==> src/vpli_pkg.sv <==
`default_nettype none
// ============================================================================
// vpli_pkg
// Shared types, request codes and constants of the video port block.
// ============================================================================
package vpli_pkg;

  localparam int VIDEO_DEPTH_DEF     = 16384;
  localparam int LINES_PER_FRAME_DEF = 280;
  localparam int PALETTE_DEPTH_DEF   = 64;

  localparam logic [2:0] REQ_RD_DATA   = 3'd0;
  localparam logic [2:0] REQ_RD_STATUS = 3'd1;
  localparam logic [2:0] REQ_RD_LINE   = 3'd2;
  localparam logic [2:0] REQ_WR_DATA   = 3'd3;
  localparam logic [2:0] REQ_WR_CTRL   = 3'd4;
  localparam logic [2:0] REQ_TICK      = 3'd5;

  localparam logic CFG_HANDHELD = 1'b0;
  localparam logic CFG_DELAYED  = 1'b1;

  localparam logic [13:0] VADDR_MASK   = 14'h3FFF;
  localparam logic [8:0]  LINE_VBLANK  = 9'd192;
  localparam logic [8:0]  LINE_ACTIVE  = 9'd193;
  localparam logic [8:0]  LINE_IRQ_END = 9'd224;

  typedef struct packed {
    logic [2:0] req_type;
    logic [7:0] wr_byte;
  } req_t;

  typedef struct packed {
    logic [7:0] rd_byte;
    logic       irq;
    logic       color_valid;
    logic [4:0] color_index;
    logic [7:0] red;
    logic [7:0] green;
    logic [7:0] blue;
  } rsp_t;

endpackage
`default_nettype wire

==> src/vpli_fifo.sv <==
`default_nettype none
// ============================================================================
// vpli_fifo
// Two-entry request queue between the front and the back.
// ============================================================================
module vpli_fifo (
  input  wire logic          clk,
  input  wire logic          rst,
  input  wire logic          push,
  input  wire vpli_pkg::req_t din,
  output logic               full,
  input  wire logic          pop,
  output vpli_pkg::req_t     dout,
  output logic               empty
);
  vpli_pkg::req_t slot [2];
  logic       wp;
  logic       rp;
  logic [1:0] count;

  assign full  = (count == 2'd2);
  assign empty = (count == 2'd0);
  assign dout  = slot[rp];

  always_ff @(posedge clk) begin
    if (push && !full) begin
      slot[wp] <= din;
    end
    if (rst) begin
      wp    <= 1'b0;
      rp    <= 1'b0;
      count <= 2'd0;
    end else begin
      if (push && !full) wp <= ~wp;
      if (pop && !empty) rp <= ~rp;
      count <= count + {1'b0, push && !full} - {1'b0, pop && !empty};
    end
  end

  property p_no_overflow;
    @(posedge clk) disable iff (rst) full |-> count == 2'd2;
  endproperty
  a_no_overflow: assert property (p_no_overflow) else $error("queue count");
  a_count_range: assert property (@(posedge clk) disable iff (rst) count != 2'd3)
    else $error("queue overrun");
  a_push_count: assert property (@(posedge clk) disable iff (rst)
    (push && !full && !(pop && !empty)) |=> count == $past(count) + 2'd1)
    else $error("queue push lost");
endmodule
`default_nettype wire

==> config.mk <==
export PLATFORM = sky130hd
export DESIGN_NAME = vpli_fifo
export DESIGN_NICKNAME = d
export VERILOG_FILES = /design/src/vpli_pkg.sv /design/src/vpli_fifo.sv
export SDC_FILE = /design/constraint.sdc
export NUM_CORES = 1
export LEC_CHECK = 0
export BUFFER_PORTS_ARGS = -buffer_cell sky130_fd_sc_hd__buf_2
export CORE_MARGIN = 1.5
export CORE_UTILIZATION = 53
export DETAILED_ROUTE_END_ITERATION = 10
export PLACE_DENSITY = 0.88
export SKIP_CTS_REPAIR_TIMING = 1
export SLEW_MARGIN = 10
export SYNTH_ARGS = -nofsm -noshare
export SYNTH_HDL_FRONTEND = slang
export SYNTH_SLANG_ARGS = --single-unit
==> constraint.sdc <==
create_clock -name clk -period 4.16 [get_ports clk]
set_input_delay 0.416 -clock clk [delete_from_list [all_inputs] [get_ports clk]]
set_output_delay 0.416 -clock clk [all_outputs]
set_load 0.05 [all_outputs]
; ---- Word level (Yosys, flattened, before mapping)
; Memories as Yosys holds them, arrays and structs flattened. A register that Yosys moved wholly into a read port is not among the register bits.
; Index checks and enable logic that the tools add are counted.
[totals]
reg_bits = 4
latchBits = 0
ramBits = 22
mem_bits_ro = 0
inputBits = 15
out_inout_bits = 13
word_cells = 18
memories = 1
[classes]
n_addsub = 2
n_mul = 0
div_mod_pow = 0
n_lt_le_gt_ge = 0
eq_ne = 1
n_shift = 0
mux = 4
n_bitwise = 2
n_reduce_logical = 5
[memory_table]
columns = name, words, word_bits, read_ports, rd_ports_with_merged_regs, wr, line
row1 = slot, 2, 11, 1, 1, 1, vpli_fifo.sv:16  ; vpli_pkg::req_t slot [2];
[op_table]
columns = cell, count
row1 = 1-bit two-way mux, 4
row2 = 2-bit by 1-bit adder with 2-bit output, 1
row3 = "2-bit equality test, second input constant", 1
row4 = 1-bit logical AND, 2
row5 = 1-bit logical NOT, 2
row6 = 2-bit logical NOT, 1
row7 = 1-bit NOT, 2
row8 = 2-bit by 1-bit subtractor with 2-bit output, 1

; ---- Logic depth before layout (Yosys ltp)
; Gate-level depths: netlist (run 1).
[depth]
word_depth = 5
depth_mapped = 8

; ---- Worst setup path before layout (run 1)
; Ideal clock, no wire load.
[synth_path]
path_kind = flip-flop to flip-flop
startpoint = register count[0]
endpoint = memory slot[0][0] (netlist name) (enable)
setup_time_ps = 339
t_arrival_ps = 1190
required_time_ps = 3821
path_slack_ps = 2631
path_stages_with_launch = 5
cell_sequence = dfxtp_1 > nand2b_2 > inv_2 > or3_1 > inv_1
[synth_via]
elab_chain_len = 5
[synth_rtl]
columns = item, line
row1 = start: declaration, vpli_fifo.sv:19  ; logic [1:0] count;
row2 = start signal: assignment, vpli_fifo.sv:36  ; count <= count + {1'b0, push && !full} - {1'b0, pop && !empty};
row3 = 2-bit equality test, vpli_fifo.sv:21  ; assign full = (count == 2'd2);
row4 = named net full, vpli_fifo.sv:11  ; output logic full,
row5 = 1-bit logical NOT, vpli_fifo.sv:26  ; if (push && !full) begin
row6 = 1-bit logical AND, vpli_fifo.sv:26
row7 = 1-bit two-way mux, vpli_fifo.sv:26
row8 = 1-bit two-way mux (not written as such), vpli_fifo.sv:27  ; slot[wp] <= din;
row9 = end: declaration, vpli_fifo.sv:16
; The timed path passes the listed nets, and every way through them passes these cells.

==> results of run 1 <==
==> routing by layer <==
| layer | vias up | share of wire, % | track usage (%) |
|---|---|---|---|
| met4 | 0 | 0.74 | 8.33 |
| li1 | 279 | - | - |
| met2 | 18 | 58 | 30.4 |
| met3 | 2 | 5.3 | 5.38 |
| met1 | 279 | 36 | 16.7 |
| met5 | - | 0 | 0 |
==> Yosys cell counts <==
library cell  number  share of area, %
edfxtp_1          22                65
mux2_2            11                12
dfxtp_1            5               9.8
nor2_1             4               1.5
inv_1              3               1.1
ha_1               2               2.4
a21oi_1            1              0.49
and2_1             1              0.61
and3_2             1              0.73
buf_2              1              0.49
inv_2              1              0.37
nand2_1            1              0.37
nand2b_2           1              0.86
nor2b_1            1              0.61
nor3_1             1              0.49
o21a_1             1              0.73
o21ai_0            1              0.49
or3_1              1              0.61
xnor2_1            1              0.86
xor2_1             1              0.86
==> state kept, by name, indices dropped and copies added, names as in the netlist, named ones only <==
name and cells:
rp 1, slot 22, count 2, wp 1
==> cell type report <==
type,count,share of cell area [%]
Inverter,4,1.24
Clock buffer,4,2.17
Sequential cell,27,62.8
Multi-Input combinational cell,29,20.0
Tap cell,25,2.58
Timing Repair Buffer,27,11.2
==> worst max-delay path, cell delays in order, from the launching register on <==
cell,delay [ns]
dfxtp_1,0.63
mux2_2,0.40
buf_2,0.21
==> cells in the final DEF (no fill, tap or decap) <==
cell,n
inv_2,1
and3_2,1
o21a_1,1
xnor2_1,1
xor2_1,1
edfxtp_1,22
nand2b_2,1
nor2_1,4
clkbuf_1,1
or3_1,1
nor3_1,1
and2_1,1
nor2b_1,1
mux2_2,11
a21oi_1,1
clkbuf_4,3
inv_1,3
o21ai_0,1
nand2_1,1
buf_2,27
ha_1,2
dfxtp_1,5
==> metrics by stage <==
stage	power, mW	hold WS [ns]	instance area [µm²]
floorplan	0.674	0.451	1020
global placement	0.737	0.470	1180
detailed placement	0.753	0.497	1180
CTS	0.857	0.273	1210
global route	0.893	0.260	1210
finish	0.848	0.279	1210
==> power by group <==
part,internal (mW),switching [mW],leakage (nW)
sequential,0.348,0.0336,0.247
clock,0.0375,0.0695,0.0150
combinational,0.108,0.252,0.229
==> kinds of logic (layout without fill, tap and decap cells) <==
kind of cell | after synthesis | count (layout) | share of synthesized area, %
and+or+nand+nor | 11 | 11 | 5.75
muxes | 11 | 11 | 12.1
buffers and inverters | 5 | 35 | 1.96
DFF | 27 | 27 | 74.3
xor gates and xnor gates | 2 | 2 | 1.71
adders and majority gates | 2 | 2 | 2.44
AOI/OAI and AO/OA | 3 | 3 | 1.71
==> worst paths after layout <==
kind	to
worst min register to register	wp
worst min-delay path	slot[0][3]
worst max register to register	count[1]
worst max-delay path	dout[2]
==> run_results.csv, run 1 <==
group,metric,value,unit
final_layout,drive_above_1_share,48.4,%
sta,setup_violations,0,
clocking,cts.sinks,27,
drt,drt-initial-drc-count,6,
global_route,grt_pass1_vias,567,
worst_hold_path,hp-class,"in2reg",
floorplan,rows,15,
sta,relSlewSlack,69.0,%
floorplan,die_h,46.9,µm
worst_setup_path,critPathLaunchType,"flop",
worst_setup_path,critPathKind,"reg2out",
floorplan,ios,28,
final_layout,instances_no_fill,116,
final_layout,seqCellArea,761,µm²
flow_run,max_cap_viol_count,0,
drt,drc,0,
floorplan,initial_core_util,58.0,%
placed_design,place.gp.congestion,0.661,
synthesis,yosys_warnings,0,
global_route,grt.total_usage,16.6,%
synthesis,synth_nets,78,
power_and_ir_drop,vdd_drop_max,0.396,mV
sta,max_freq,505,MHz
clocking,h-tree-depth,1,
sta,tns,0,ns
floorplan,coreArea,1760,µm²
drt,wire_per_inst,13.9,µm
floorplan,dieWidth,46.9,µm
synthesis,netlist_area,1020,µm²
synthesis,avgSynthCellArea,16.8,µm²
drt,viasPerCell,4.98,
power_and_ir_drop,power.leakage,0.491,nW
clocking,clk_latency,0.31,ns
drt,num_vias,578,
synthesis,netlist_instances,61,
final_layout,syn_to_final_growth,18.3,%
clocking,clockRootBuffer,"clkbuf_4",
placed_design,pre_cts_slack,2.47,ns
global_route,grt_pass1_wl,2370,µm
global_route,grt_antenna_before_repair,0,
sta,finalClockSkew,0.00541,ns
worst_hold_path,hold_depth,1,
sta,worst_slew_pin_slew,0.464,ns
placed_design,dpl.cell_count,112,
power_and_ir_drop,power.density,700,nW/µm²
final_layout,multi_input_area,243,µm²
floorplan,dieArea,2200,µm²
drt,ant_nets,0,
worst_setup_path,reg2reg_depth,7,
synthesis,synth.distinct_cells,20,
sta,finalCriticalPeriod,1.98,ns
global_route,grt_overflow_total,0,
final_layout,num-nets-final,109,
worst_setup_path,cp.required,3.74,ns
worst_setup_path,endpoint_kind,"primary output",
clocking,cts_inserted_buffers,3,
synthesis,yosysSeqAreaShare,74.3,%
placed_design,hpwl,1250,µm
clocking,max-clock-path-buffers,2,
sta,hold_violations,0,
clocking,cts_tree,"done",
worst_setup_path,r2r-start,"count[1]",
global_route,grt_max_degree,15,
placed_design,port_buffers,27,
worst_hold_path,hold_path.startpoint,"din[3]",
sta,timing.final.ws_setup,2.18,ns
final_layout,diodes,0,
sta,rsz0062_at_grt,"false",
drt,drt-total-wl,1620,µm
drt,dr.pass1.iters,3,
clocking,clkTransAtPathRegs,0.13,ns
final_layout,fillers,163,
synthesis,ys_ff_latch,27,
final_layout,postLayoutCoreUtil,68.7,%
sta,slew_violations,0,
worst_setup_path,rrSetupSlack,2.54,ns
outcome,status,"complete, no violations",
sta,period_share,47.6,%
worst_setup_path,cp.arrival,1.56,ns
worst_setup_path,path_max_fanout,11,
No activity file was read; power rests on OpenSTA's default activity.
==> run 2: changes to the inputs <==
Settings changed: ABC_AREA from default to 1, CORE_UTILIZATION 53 to 50, PLACE_DENSITY 0.88 to 0.83.
Clock period 4.16 ns to 2 ns, I/O delays scaled along.
==> run 2 against run 1 <==
Wire length down 1.3%; sequential share of layout area down 3.7 points; total power up 110%; largest cell class unchanged.
==> run_results.csv, run 2 <==
group,metric,value,unit
worst_hold_path,hold_depth,2,
synthesis,synth_flop_cell,"edfxtp_1",
drt,ant_nets,0,
global_route,grt_pass1_vias,621,
worst_setup_path,r2r-start,"count[0]",
final_layout,fillers,159,
power_and_ir_drop,power.density,1390,nW/µm²
sta,period_share,89.3,%
floorplan,ios,28,
sta,tns,0,ns
final_layout,reg.largest.list,"slot (22), count (2)",
synthesis,synthArstFlopShare,0,%
sta,slew_violations,0,
clocking,clockRootBuffer,"clkbuf_4",
global_route,grt_antenna_before_repair,0,
clocking,clkTransAtPathRegs,0.12,ns
worst_setup_path,critPathSlowestCell,"dfxtp_1",
worst_hold_path,hp-class,"in2reg",
placed_design,pre_cts_slack,0.434,ns
worst_setup_path,worstPathCellList,"buf_4 > mux2_4 > buf_2",
final_layout,regMostFlops,"slot",
final_layout,instances_no_fill,132,
clocking,cts_inserted_buffers,3,
worst_setup_path,reg2reg_depth,10,
worst_setup_path,endpoint_kind,"primary output",
worst_hold_path,hold_path.startpoint,"rst",
global_route,grt.total_usage,14.8,%
clocking,cts_tree,"done",
synthesis,synth_top_cell_by_area,"edfxtp_1",
floorplan,coreArea,2000,µm²
synthesis,muxShareOfSynthArea,14.9,%
placed_design,dpl.cell_count,128,
synthesis,yosys_warnings,0,
sta,finalCriticalPeriod,1.79,ns
final_layout,syn_to_final_growth,18.6,%
clocking,h-tree-depth,1,
clocking,cts.sinks,27,
sta,rsz0062_at_grt,"false",
worst_setup_path,cp.arrival,1.59,ns
sta,relSlewSlack,70.9,%
clocking,max-clock-path-buffers,2,
sta,timing.final.ws_setup,0.213,ns
worst_setup_path,critPathKind,"reg2out",
synthesis,synth.distinct_cells,11,
synthesis,synthXorXnorAreaFrac,0,%
sta,setup_violations,0,
synthesis,yosysMostFrequentCell,"edfxtp_1",
final_layout,final_common_cell,"buf_2",
final_layout,diodes,0,
synthesis,netlist_area,1080,µm²
synthesis,yosysSeqAreaShare,70.1,%
global_route,grt_max_degree,15,
synthesis,synthSimpleGateAreaFrac,7.27,%
drt,wire_per_inst,12.1,µm
synthesis,synth_common_cells,"edfxtp_1, inv_1, mux2_4, nor2_1, nand2_1",
sta,finalClockSkew,0.00252,ns
outcome,status,"complete, no violations",
synthesis,synthAdderAreaFrac,2.31,%
sta,worst_slew_pin_slew,0.436,ns
synthesis,synth_nets,90,
drt,viasPerCell,4.77,
flow_run,max_cap_viol_count,0,
clocking,clk_latency,0.30,ns
sta,max_freq,560,MHz
sta,hold_violations,0,
final_layout,largest_register_ffs,22,
power_and_ir_drop,power.leakage,0.567,nW
drt,drt-initial-drc-count,14,
floorplan,die_h,49.6,µm
synthesis,yosysTopAreaCellShare,60.9,%
worst_setup_path,path_max_fanout,7,
drt,dr.pass1.iters,4,
synthesis,synth_area_leaders,"edfxtp_1, mux2_4, dfxtp_1, inv_1, nor2_1",
synthesis,synth_top_family_by_area,"multiplexers",
worst_setup_path,cp.required,1.80,ns
power_and_ir_drop,vdd_drop_max,0.844,mV
synthesis,avgSynthCellArea,14.9,µm²
drt,drt-total-wl,1590,µm
synthesis,synth-compound-area-share,0.923,%
final_layout,num-nets-final,123,
worst_setup_path,critical_path.max_stage_delay,0.51,ns
placed_design,hpwl,1220,µm
placed_design,placed_cell_area,1260,µm²
synthesis,netlist_instances,73,
floorplan,dieWidth,49.6,µm
drt,num_vias,630,
global_route,grt_pass1_wl,2650,µm
final_layout,layout_common_cells,"buf_2, edfxtp_1, inv_1, mux2_4",
floorplan,rows,16,
placed_design,place.gp.congestion,0.708,
final_layout,drive_above_1_share,41.9,%
global_route,grt_overflow_total,0,
placed_design,port_buffers,27,
worst_setup_path,critPathLaunchType,"flop",
synthesis,ys_ff_latch,27,
floorplan,initial_core_util,54.2,%
drt,drc,0,
floorplan,dieArea,2460,µm²
synthesis,synth_edf_count,22,
final_layout,design_area,1290,µm²
run 2: metal layers:
metal	vias to the layer above	wire length (µm)	track usage, %
met3	2	75	3.03
met1	293	642	16.6
li1	317	-	-
met4	0	17	6.94
met5	-	0	0
met2	18	859	26.4
run 2: logic make-up (layout without fill, tap and decap cells):
kind of cell,after synthesis,count (layout)
AOI/OAI and AO/OA,2,2
adders and majority gates,2,2
and+or+nand+nor,20,20
DFF,27,27
buffers and inverters,11,43
muxes,11,11
run 2: critical path, delay by kind of cell (launching register included):
family	cells	cell delay [ns]
buffers and inverters	2	0.46
flip-flops	1	0.51
multiplexers	1	0.32
run 2: stage by stage:
stage	power [mW]	utilization, %	hold slack, ns
after CTS	1.79	64.3	0.0370
final	1.78	64.3	0.0427
after global placement	1.55	62.9	0.372
after global routing	1.88	64.3	0.0185
after floorplan	1.43	-	0.271
after detailed placement	1.59	62.9	0.373
run 2: final timing paths:
path / to / slack, ns
setup / recovery: dout[6] / 0.21
hold / removal: count[0] / 0.04
setup reg to reg: count[1] / 0.42
hold reg to reg: rp / 0.53
run 2: area by class of cell:
class	count	area [µm²]	share of cell area, %
Clock buffer	4	26.3	2.04
Inverter	10	37.5	2.92
Multi-Input combinational cell	35	278	21.6
Sequential cell	27	761	59.1
Tap cell	27	33.8	2.63
Timing Repair Buffer	29	150	11.7
run 2: power by group:
group | switching (mW) | internal (mW) | total [mW]
sequential | 0.0583 | 0.720 | 0.778
combinational | 0.538 | 0.251 | 0.789
clock | 0.137 | 0.0778 | 0.215
total | 0.733 | 1.05 | 1.78
